==> config.mk <==
export PLATFORM = sky130hd
export DESIGN_NAME = frame_time_smoother
export DESIGN_NICKNAME = d
export VERILOG_FILES = /design/src/design/fts_pkg.sv /design/src/design/fts_regs.sv /design/src/design/fts_div.sv /design/src/design/fts_dp.sv /design/src/design/fts_ctrl.sv /design/src/design/frame_time_smoother.sv
export SDC_FILE = /design/constraint.sdc
export NUM_CORES = 2
export LEC_CHECK = 0
export CAP_MARGIN = 5
export CORE_ASPECT_RATIO = 1.75
export CORE_MARGIN = 3
export CORE_UTILIZATION = 55
export CTS_BUF_LIST = sky130_fd_sc_hd__clkbuf_8
export DETAILED_ROUTE_END_ITERATION = 10
export DONT_BUFFER_PORTS = 1
export HOLD_SLACK_MARGIN = 0.15
export PLACE_DENSITY_LB_ADDON = 0.08
export SLEW_MARGIN = 10
export SYNTH_ARGS = -nofsm -noshare
export SYNTH_HDL_FRONTEND = slang
export SYNTH_SLANG_ARGS = --single-unit
==> constraint.sdc <==
create_clock -name clk -period 12.65 [get_ports clk]
set_input_delay 0.6325 -clock clk [delete_from_list [all_inputs] [get_ports clk]]
set_output_delay 0.6325 -clock clk [all_outputs]
set_load 0.005 [all_outputs]
==> src/design/fts_pkg.sv <==
// ----------------------------------------------------------------------------
// fts_pkg
// Constants, types and control structs of the frame time smoother.
// ----------------------------------------------------------------------------
package fts_pkg;

	localparam int HISTORY_DEPTH = 16;
	localparam int TIME_W = 24;
	localparam int HIST_W = 19;
	localparam int IDX_W = $clog2(HISTORY_DEPTH);
	localparam int WIN_W = $clog2(HISTORY_DEPTH + 1);
	localparam int SUM_W = HIST_W + IDX_W;
	localparam int DIV_W = 25;
	localparam int CNT_W = $clog2(DIV_W + 1);
	localparam int ACC_W = 48;
	localparam int HALF_W = 12;
	localparam int ADDR_W = 5;
	localparam int DATA_W = 32;

	localparam logic [2:0] REG_TIMER_EN = 3'd0;
	localparam logic [2:0] REG_FIXED = 3'd1;
	localparam logic [2:0] REG_MAX = 3'd2;
	localparam logic [2:0] REG_SCALE = 3'd3;
	localparam logic [2:0] REG_SMOOTH = 3'd4;

	localparam logic [TIME_W-1:0] MAX_STEP_RESET = 24'd250000;
	localparam logic [TIME_W-1:0] SCALE_RESET = 24'd65536;
	localparam logic [HIST_W-1:0] HIST_RESET = 19'd33333;
	localparam logic [TIME_W-1:0] AVG_RESET = 24'd33333;
	localparam logic [HIST_W-1:0] CLAMP_TOP = 19'd400000;
	localparam logic [HIST_W-1:0] SHORT_LIMIT = 19'd100;
	localparam logic [DIV_W-1:0] SPAN_X2 = 25'd500000;

	typedef struct packed {
		logic timer_enabled;
		logic [TIME_W-1:0] fixed_step_us;
		logic [TIME_W-1:0] max_step_us;
		logic [TIME_W-1:0] time_scale;
		logic smoothing_on;
	} fts_cfg_t;

	typedef struct packed {
		logic load;
		logic mul_lo;
		logic mul_hi;
		logic scale;
		logic push;
		logic div_start;
		logic div_mean;
		logic win_take;
		logic sum_step;
		logic out_load;
	} fts_cmd_t;

	typedef struct packed {
		logic div_done;
		logic sum_last;
		logic out_free;
	} fts_status_t;

endpackage

==> src/design/fts_regs.sv <==
// ----------------------------------------------------------------------------
// fts_regs
// APB-style configuration registers.
// ----------------------------------------------------------------------------
module fts_regs import fts_pkg::*; (
	input  logic              clk,
	input  logic              arst_n,
	input  logic              psel,
	input  logic              penable,
	input  logic              pwrite,
	input  logic [ADDR_W-1:0] paddr,
	input  logic [DATA_W-1:0] pwdata,
	output logic [DATA_W-1:0] prdata,
	output logic              pready,
	output fts_cfg_t          cfg
);

	fts_cfg_t cfg_q;
	logic [2:0] idx;

	assign idx = paddr[4:2];
	assign pready = 1'b1;
	assign cfg = cfg_q;

	always_ff @(posedge clk or negedge arst_n) begin
		if (!arst_n) begin
			cfg_q.timer_enabled <= 1'b1;
			cfg_q.fixed_step_us <= '0;
			cfg_q.max_step_us <= MAX_STEP_RESET;
			cfg_q.time_scale <= SCALE_RESET;
			cfg_q.smoothing_on <= 1'b1;
		end else if (psel && penable && pwrite) begin
			unique case (idx)
				REG_TIMER_EN: cfg_q.timer_enabled <= pwdata[0];
				REG_FIXED:    cfg_q.fixed_step_us <= pwdata[TIME_W-1:0];
				REG_MAX:      cfg_q.max_step_us <= pwdata[TIME_W-1:0];
				REG_SCALE:    cfg_q.time_scale <= pwdata[TIME_W-1:0];
				REG_SMOOTH:   cfg_q.smoothing_on <= pwdata[0];
				default: ;
			endcase
		end
	end

	always_comb begin
		prdata = '0;
		unique case (idx)
			REG_TIMER_EN: prdata = DATA_W'(cfg_q.timer_enabled);
			REG_FIXED:    prdata = DATA_W'(cfg_q.fixed_step_us);
			REG_MAX:      prdata = DATA_W'(cfg_q.max_step_us);
			REG_SCALE:    prdata = DATA_W'(cfg_q.time_scale);
			REG_SMOOTH:   prdata = DATA_W'(cfg_q.smoothing_on);
			default:      prdata = '0;
		endcase
	end

endmodule

==> src/design/fts_div.sv <==
// ----------------------------------------------------------------------------
// fts_div
// Restoring divider, one quotient bit per cycle, done pulse at the end.
// ----------------------------------------------------------------------------
module fts_div import fts_pkg::*; (
	input  logic             clk,
	input  logic             arst_n,
	input  logic             start,
	input  logic [DIV_W-1:0] num,
	input  logic [DIV_W-1:0] den,
	output logic [DIV_W-1:0] quot,
	output logic             done
);

	logic busy_q, done_q;
	logic [CNT_W-1:0] cnt_q;
	logic [DIV_W-1:0] rem_q, quo_q, den_q;
	logic [DIV_W:0] trial, diff;
	logic ge;

	assign trial = {rem_q, quo_q[DIV_W-1]};
	assign diff = trial - {1'b0, den_q};
	assign ge = trial >= {1'b0, den_q};
	assign quot = quo_q;
	assign done = done_q;

	always_ff @(posedge clk or negedge arst_n) begin
		if (!arst_n) begin
			busy_q <= 1'b0;
			done_q <= 1'b0;
			cnt_q <= '0;
		end else if (start) begin
			busy_q <= 1'b1;
			done_q <= 1'b0;
			cnt_q <= CNT_W'(DIV_W);
		end else if (busy_q) begin
			cnt_q <= cnt_q - CNT_W'(1);
			if (cnt_q == CNT_W'(1)) begin
				busy_q <= 1'b0;
				done_q <= 1'b1;
			end
		end else begin
			done_q <= 1'b0;
		end
	end

	always_ff @(posedge clk) begin
		if (start) begin
			rem_q <= '0;
			quo_q <= num;
			den_q <= den;
		end else if (busy_q) begin
			rem_q <= ge ? diff[DIV_W-1:0] : trial[DIV_W-1:0];
			quo_q <= {quo_q[DIV_W-2:0], ge};
		end
	end

endmodule

==> src/design/fts_dp.sv <==
// ----------------------------------------------------------------------------
// fts_dp
// Datapath: step select, split scaling multiply, history, window and mean.
// ----------------------------------------------------------------------------
module fts_dp import fts_pkg::*; (
	input  logic              clk,
	input  logic              arst_n,
	input  fts_cfg_t          cfg,
	input  fts_cmd_t          cmd,
	output fts_status_t       status,
	input  logic [TIME_W-1:0] real_frame_us,
	output logic              out_valid,
	input  logic              out_ready,
	output logic [TIME_W-1:0] game_frame_us,
	output logic [TIME_W-1:0] real_frame_out_us
);

	logic [TIME_W-1:0] real_q, base_q, fix_abs, scale_mag, base_d;
	logic              neg_q;
	logic [ACC_W-1:0]  acc_q;
	logic [TIME_W+HALF_W-1:0] prod;
	logic [31:0]       mag;
	logic [HIST_W-1:0] c_q;
	logic [TIME_W-1:0] off_q, avg_q, avg;
	logic [HIST_W-1:0] hist_q [HISTORY_DEPTH];
	logic [WIN_W-1:0]  w_q;
	logic [IDX_W-1:0]  idx_q;
	logic [SUM_W-1:0]  sum_q;
	logic [DIV_W-1:0]  div_num, div_den, quot;
	logic              div_done, lzero_q;
	logic              ov_q;
	logic [TIME_W-1:0] game_q, rout_q;

	assign fix_abs = cfg.fixed_step_us[TIME_W-1] ? (~cfg.fixed_step_us + TIME_W'(1))
		: cfg.fixed_step_us;
	assign scale_mag = cfg.time_scale[TIME_W-1] ? (~cfg.time_scale + TIME_W'(1))
		: cfg.time_scale;
	assign base_d = (cfg.fixed_step_us != '0) ? fix_abs
		: ((real_frame_us < cfg.max_step_us) ? real_frame_us : cfg.max_step_us);

	// one 24x12 multiplier, used for the low and then the high half of the scale
	assign prod = base_q * (cmd.mul_hi ? scale_mag[TIME_W-1:HALF_W] : scale_mag[HALF_W-1:0]);
	assign mag = acc_q[ACC_W-1:16];

	always_ff @(posedge clk) begin
		if (cmd.load) begin
			real_q <= real_frame_us;
			base_q <= base_d;
			neg_q <= cfg.time_scale[TIME_W-1];
		end
		if (cmd.mul_lo) acc_q <= ACC_W'(prod);
		if (cmd.mul_hi) acc_q <= acc_q + {prod, {HALF_W{1'b0}}};
		if (cmd.scale) begin
			if (neg_q) begin
				c_q <= '0;
				off_q <= '0;
			end else begin
				c_q <= (mag > 32'(CLAMP_TOP)) ? CLAMP_TOP : mag[HIST_W-1:0];
				off_q <= (mag > 32'({TIME_W{1'b1}})) ? {TIME_W{1'b1}} : mag[TIME_W-1:0];
			end
		end
		if (cmd.win_take) begin
			if (lzero_q || quot == '0) w_q <= WIN_W'(1);
			else if (quot > DIV_W'(HISTORY_DEPTH)) w_q <= WIN_W'(HISTORY_DEPTH);
			else w_q <= quot[WIN_W-1:0];
			sum_q <= '0;
			idx_q <= '0;
		end
		if (cmd.sum_step) begin
			sum_q <= sum_q + SUM_W'(hist_q[idx_q]);
			idx_q <= idx_q + IDX_W'(1);
		end
		if (cmd.push) lzero_q <= (avg_q == '0);
		if (cmd.out_load) begin
			game_q <= cfg.smoothing_on ? avg : off_q;
			rout_q <= real_q;
		end
	end

	// history and running average
	always_ff @(posedge clk or negedge arst_n) begin
		if (!arst_n) begin
			for (int i = 0; i < HISTORY_DEPTH; i++) hist_q[i] <= HIST_RESET;
			avg_q <= AVG_RESET;
		end else begin
			if (cmd.push) begin
				for (int i = HISTORY_DEPTH - 1; i > 0; i--) hist_q[i] <= hist_q[i-1];
				hist_q[0] <= c_q;
			end
			if (cmd.out_load && cfg.smoothing_on) avg_q <= avg;
		end
	end

	assign avg = (c_q < SHORT_LIMIT) ? TIME_W'(c_q) : quot[TIME_W-1:0];

	assign div_num = cmd.div_mean ? DIV_W'(sum_q) : (SPAN_X2 + DIV_W'(avg_q));
	assign div_den = cmd.div_mean ? DIV_W'(w_q) : {avg_q, 1'b0};

	fts_div u_div (
		.clk    (clk),
		.arst_n (arst_n),
		.start  (cmd.div_start),
		.num    (div_num),
		.den    (div_den),
		.quot   (quot),
		.done   (div_done)
	);

	// output register
	always_ff @(posedge clk or negedge arst_n) begin
		if (!arst_n) ov_q <= 1'b0;
		else if (cmd.out_load) ov_q <= 1'b1;
		else if (out_ready) ov_q <= 1'b0;
	end

	assign out_valid = ov_q;
	assign game_frame_us = game_q;
	assign real_frame_out_us = rout_q;

	assign status.div_done = div_done;
	assign status.sum_last = ((WIN_W'(idx_q) + WIN_W'(1)) == w_q);
	assign status.out_free = !ov_q || out_ready;

endmodule

==> src/design/fts_ctrl.sv <==
// ----------------------------------------------------------------------------
// fts_ctrl
// Sequencer for one frame: scale, push, window divide, sum, mean divide.
// ----------------------------------------------------------------------------
module fts_ctrl import fts_pkg::*; (
	input  logic        clk,
	input  logic        arst_n,
	input  fts_cfg_t    cfg,
	input  logic        in_valid,
	output logic        in_ready,
	output fts_cmd_t    cmd,
	input  fts_status_t status
);

	typedef enum logic [3:0] {
		S_IDLE, S_MUL_LO, S_MUL_HI, S_SCALE, S_PUSH,
		S_WDIV, S_SUM, S_MSTART, S_MDIV, S_FINISH
	} state_t;

	state_t state_q;

	assign in_ready = (state_q == S_IDLE);

	always_comb begin
		cmd = '0;
		unique case (state_q)
			S_IDLE:   cmd.load = in_valid;
			S_MUL_LO: cmd.mul_lo = 1'b1;
			S_MUL_HI: cmd.mul_hi = 1'b1;
			S_SCALE:  cmd.scale = 1'b1;
			S_PUSH: begin
				cmd.push = 1'b1;
				cmd.div_start = 1'b1;
			end
			S_WDIV:   cmd.win_take = status.div_done;
			S_SUM:    cmd.sum_step = 1'b1;
			S_MSTART: begin
				cmd.div_start = 1'b1;
				cmd.div_mean = 1'b1;
			end
			S_MDIV:   ;
			S_FINISH: cmd.out_load = status.out_free;
			default:  ;
		endcase
	end

	always_ff @(posedge clk or negedge arst_n) begin
		if (!arst_n) begin
			state_q <= S_IDLE;
		end else begin
			unique case (state_q)
				S_IDLE:   if (in_valid && cfg.timer_enabled) state_q <= S_MUL_LO;
				S_MUL_LO: state_q <= S_MUL_HI;
				S_MUL_HI: state_q <= S_SCALE;
				S_SCALE:  state_q <= cfg.smoothing_on ? S_PUSH : S_FINISH;
				S_PUSH:   state_q <= S_WDIV;
				S_WDIV:   if (status.div_done) state_q <= S_SUM;
				S_SUM:    if (status.sum_last) state_q <= S_MSTART;
				S_MSTART: state_q <= S_MDIV;
				S_MDIV:   if (status.div_done) state_q <= S_FINISH;
				S_FINISH: if (status.out_free) state_q <= S_IDLE;
				default:  state_q <= S_IDLE;
			endcase
		end
	end

endmodule

==> src/design/frame_time_smoother.sv <==
// ----------------------------------------------------------------------------
// frame_time_smoother
// Turns measured frame times into scaled, smoothed game frame times.
// ----------------------------------------------------------------------------
// Input channel: one beat per measured frame (real_frame_us), valid/ready.
// Output channel: one beat per accepted frame while the timer is enabled,
//   carrying game_frame_us and the measured time passed through.
// With the timer disabled a beat is taken and dropped; no result or history changes.
// With smoothing off a frame runs the two multiply halves and the scale
//   step; with smoothing on a push with window divide, the window sum
//   (1..16 entries), the mean start and the mean divide follow. The two
//   25-step divides dominate; one frame is in flight at a time.
// The result sits in an output register: a stalled receiver only holds the
//   block in its last step if a second result is ready before the first is
//   taken. The next input beat is taken as soon as the result is registered.
// Reset: registers go to their defaults, every history entry and the last
//   average to 33333 us, no output beat pending.
// Configuration is written over the APB-style port; the user must do so
//   only while the block is idle. The block itself does not enforce this.
// ----------------------------------------------------------------------------
module frame_time_smoother import fts_pkg::*; (
	input  logic              clk,
	input  logic              arst_n,
	input  logic              psel,
	input  logic              penable,
	input  logic              pwrite,
	input  logic [ADDR_W-1:0] paddr,
	input  logic [DATA_W-1:0] pwdata,
	output logic [DATA_W-1:0] prdata,
	output logic              pready,
	input  logic              in_valid,
	output logic              in_ready,
	input  logic [TIME_W-1:0] real_frame_us,
	output logic              out_valid,
	input  logic              out_ready,
	output logic [TIME_W-1:0] game_frame_us,
	output logic [TIME_W-1:0] real_frame_out_us
);

	fts_cfg_t    cfg;
	fts_cmd_t    cmd;
	fts_status_t status;

	// register file
	fts_regs u_regs (
		.clk     (clk),
		.arst_n  (arst_n),
		.psel    (psel),
		.penable (penable),
		.pwrite  (pwrite),
		.paddr   (paddr),
		.pwdata  (pwdata),
		.prdata  (prdata),
		.pready  (pready),
		.cfg     (cfg)
	);

	// sequencer: in_ready is high only between frames
	fts_ctrl u_ctrl (
		.clk      (clk),
		.arst_n   (arst_n),
		.cfg      (cfg),
		.in_valid (in_valid),
		.in_ready (in_ready),
		.cmd      (cmd),
		.status   (status)
	);

	// datapath with shared divider and output register
	fts_dp u_dp (
		.clk               (clk),
		.arst_n            (arst_n),
		.cfg               (cfg),
		.cmd               (cmd),
		.status            (status),
		.real_frame_us     (real_frame_us),
		.out_valid         (out_valid),
		.out_ready         (out_ready),
		.game_frame_us     (game_frame_us),
		.real_frame_out_us (real_frame_out_us)
	);

endmodule

==> flow_metrics.tcl <==
set metrics [dict create \
    tritoncts "done" \
    drt_first_iter_violations 1687 \
    cts_resized 0 \
    clk_latency_ns 0.79 \
    rr_worst_depth 36 \
    fin_crit_sh_pct 84.65 \
    netlist.area_leader.share_pct 17.28 \
    viasPerCell 5.770 \
    die_h_um 384.4 \
    cts_root_buf "clkbuf_8" \
    cpMostUsedCell "fa_1" \
    seq_area_mm2 0.01878 \
    synth.mux.area_fraction_pct 13.63 \
    ys_warn_count 0 \
    first_pass_iters 7 \
    run_status "complete, no violations" \
    synthXorXnorAreaFrac_pct 3.153 \
    numCtsBuffers 106 \
    synth_seq_area_share_pct 41.73 \
    clock_skew_ns 0.04646 \
    synth_compound_area_share_pct 10.22 \
    gp_congestion 0.8723 \
    maxCapViolations 0 \
    setup-tns-final_ns 0 \
    slew_headroom_pct 29.67 \
    grt_pass1_wl_mm 177.1 \
    ys_top_cells_by_area "edfxtp_1, dfrtp_1, fa_1" \
    fp.dieArea_mm2 0.08542 \
    crit_slowest_cell "o41ai_1" \
    hold_class "in2reg" \
    synth.avg_cell_area_um2 10.64 \
    rsz0062_at_grt "false" \
    die_w_um 222.2 \
    synth_top_family_by_area "adder cells" \
    crit_path_end_kind "flip-flop" \
    cts.sinks 698 \
    drtAntennaViolNets 0 \
    multi_input_comb_area_mm2 0.02392 \
    min_from "real_frame_us[22]" \
    worstReg2RegEnd "u_dp.acc_q[47]" \
    wl_per_cell_um 20.86 \
    overflow 0 \
    antenna_found_initial 1 \
    vias 30950 \
    fin_nets 4693 \
    grt_max_degree 415 \
    cts_setup_buffers 0 \
    synthSimpleGateAreaFrac_pct 10.86 \
    ys.flop_type "dfrtp_1" \
    hold_viol 0 \
    cts_max_level 3 \
    slew_violations 0 \
    cp.arrival_ns 11.20 \
    start_kind "flip-flop" \
    rows 138 \
    min_path_cells 2 \
    finalSetupViolCount 0 \
    yosysTopAreaCell "edfxtp_1" \
    postSynth.asyncResetShare_pct 59.31 \
    r2r-start "u_regs.cfg[7]" \
    coreArea_mm2 0.08098 \
    critPathMaxStageDelay_ns 0.63 \
    yosys.cell_types.count 87 \
    cts_hold_buf 55 \
    drc 0 \
    clkTransAtPathRegs_ns 0.07 \
    drive_above_1_share_pct 17.73 \
    synth-edff-count 259 \
    ioPinCount 151 \
    worst_pin_slew_ns 1.045 \
    start_util_pct 55.57 \
    clock_path_buffers 3 \
    wl_mm 111.9 \
    fillers 6941 \
    path_class "reg2reg" \
    grt_pass1_vias 32199 \
    syn_inst 4230 \
    max_freq_mhz 93.39 \
    grt_usage_pct 26.43 \
    fin_crit_ns 10.71 \
    syn_area_mm2 0.04500 \
    rrSetupSlack_ns 1.94 \
    portBuffers 0 \
    synthAdderAreaFrac_pct 15.06 \
    cp_max_fo 19 \
    place.detailed.hpwl_mm 80.29 \
    min_to "u_dp.base_q[22]" \
    required_ns 13.14 \
    ys_seq_elements 698 \
    area_delta_synth_final_pct 8.099 \
]
cell families after synthesis:
group,Yosys count
other,2
xor gates and xnor gates,162
DFF,698
buffers and inverters,619
AOI/OAI and AO/OA,742
muxes,519
adders and majority gates,408
and+or+nand+nor,1080
area by class of cell:
type	count	area share, %
diodes	4	0.02058
clock buffers	128	3.621
clock inverters	73	0.7973
inverters	383	2.955
multi-input cells	2920	49.18
flip-flops and latches	698	38.60
well taps	1050	2.701
repair buffers	108	2.125
flip-flops by register name, indices dropped and copies added (netlist names), 19 cells and up:
name and cells:
u_dp.acc_q 36, u_dp.avg_q 24, u_dp.base_q 24, u_dp.c_q 19
u_dp.game_frame_us 24, u_dp.hist_q 304, u_dp.off_q 24, u_dp.real_frame_out_us 24
u_dp.real_q 24, u_dp.sum_q 23, u_dp.u_div.den_q 25, u_dp.u_div.quot 25
u_dp.u_div.rem_q 25, u_regs.cfg 74
routing by layer:
metal  vias to the layer above  share of wire, %  global-route usage, %
met3                       268               3.5                  3.512
met2                       667                55                  50.93
met5                         -                 0                      0
li1                      14554                 -                      -
met1                     15461                36                  28.17
met4                         0               5.1                  12.70
synthesized netlist by cell type, drive strengths merged (5+ instances only):
library cell,n
a211oi,22
a21o,66
a21oi,171
a221oi,22
a22oi,43
a31oi,28
and2,126
and3,6
buf,45
clkbuf,191
dfrtp,302
dfstp,112
dfxtp,25
edfxtp,259
fa,223
ha,185
inv,382
mux2,369
mux2i,112
mux4,38
nand2,499
nand2b,19
nand3,53
nand4,25
nor2,230
nor2b,21
nor3,32
nor4,30
o211ai,7
o21a,16
o21ai,275
o21bai,18
o22ai,5
o31ai,23
o41ai,8
or3,13
or4,12
xnor2,97
xor2,65
cells in the final DEF, fill, tap and decap left out, drive strengths merged, types with 126 or more instances in the layout:
cell type,count
fa,223
and2,126
ha,185
clkbuf,128
o21ai,275
nor2,230
edfxtp,259
nand2,499
dfrtp,302
inv,423
a21oi,171
mux2,369
worst max-delay path by stage:
stage / startpoint / end / slack (ns) / cells after the start
final: u_regs.cfg[7] / u_dp.acc_q[47] / 1.94 / 36
after global routing: u_regs.cfg[7] / u_dp.acc_q[47] / 1.26 / 36
after CTS: u_regs.cfg[7] / u_dp.acc_q[47] / 1.99 / 36
after detailed placement: u_regs.cfg[7] / u_dp.acc_q[47] / 2.08 / 36
after global placement: u_regs.cfg[7] / u_dp.acc_q[47] / 2.21 / 36
after floorplan: u_regs.cfg[7] / u_dp.acc_q[47] / 3.77 / 37
metrics by stage:
step | cell area (um2) | hold slack, ns | worst slack [ns] | util (%) | cells
finish | 48650 | 0.2227 | 1.942 | 60.07 | 5364
global route | 48640 | 0.1751 | 1.264 | 60.06 | 5361
CTS | 48570 | 0.1513 | 1.990 | 59.98 | 5357
detailed placement | 45850 | 0.3761 | 2.084 | 56.62 | 5101
global placement | 45850 | 0.3748 | 2.206 | 56.62 | 5101
floorplan | 45030 | 0.3369 | 3.774 | - | 4237
worst max-delay path, delay by kind of cell (launching register included):
kind | cells | cell delay [ns]
adder cells (fa/ha/maj) | 7 | 3.35
XOR/XNOR | 4 | 0.76
AO/OA/AOI/OAI | 12 | 3.92
buffers and inverters | 5 | 0.58
AND/OR/NAND/NOR | 8 | 1.29
flip-flops | 1 | 0.46
Power is not shown: default switching activity piles up to over one toggle a cycle in this logic, so the estimate is an artifact.
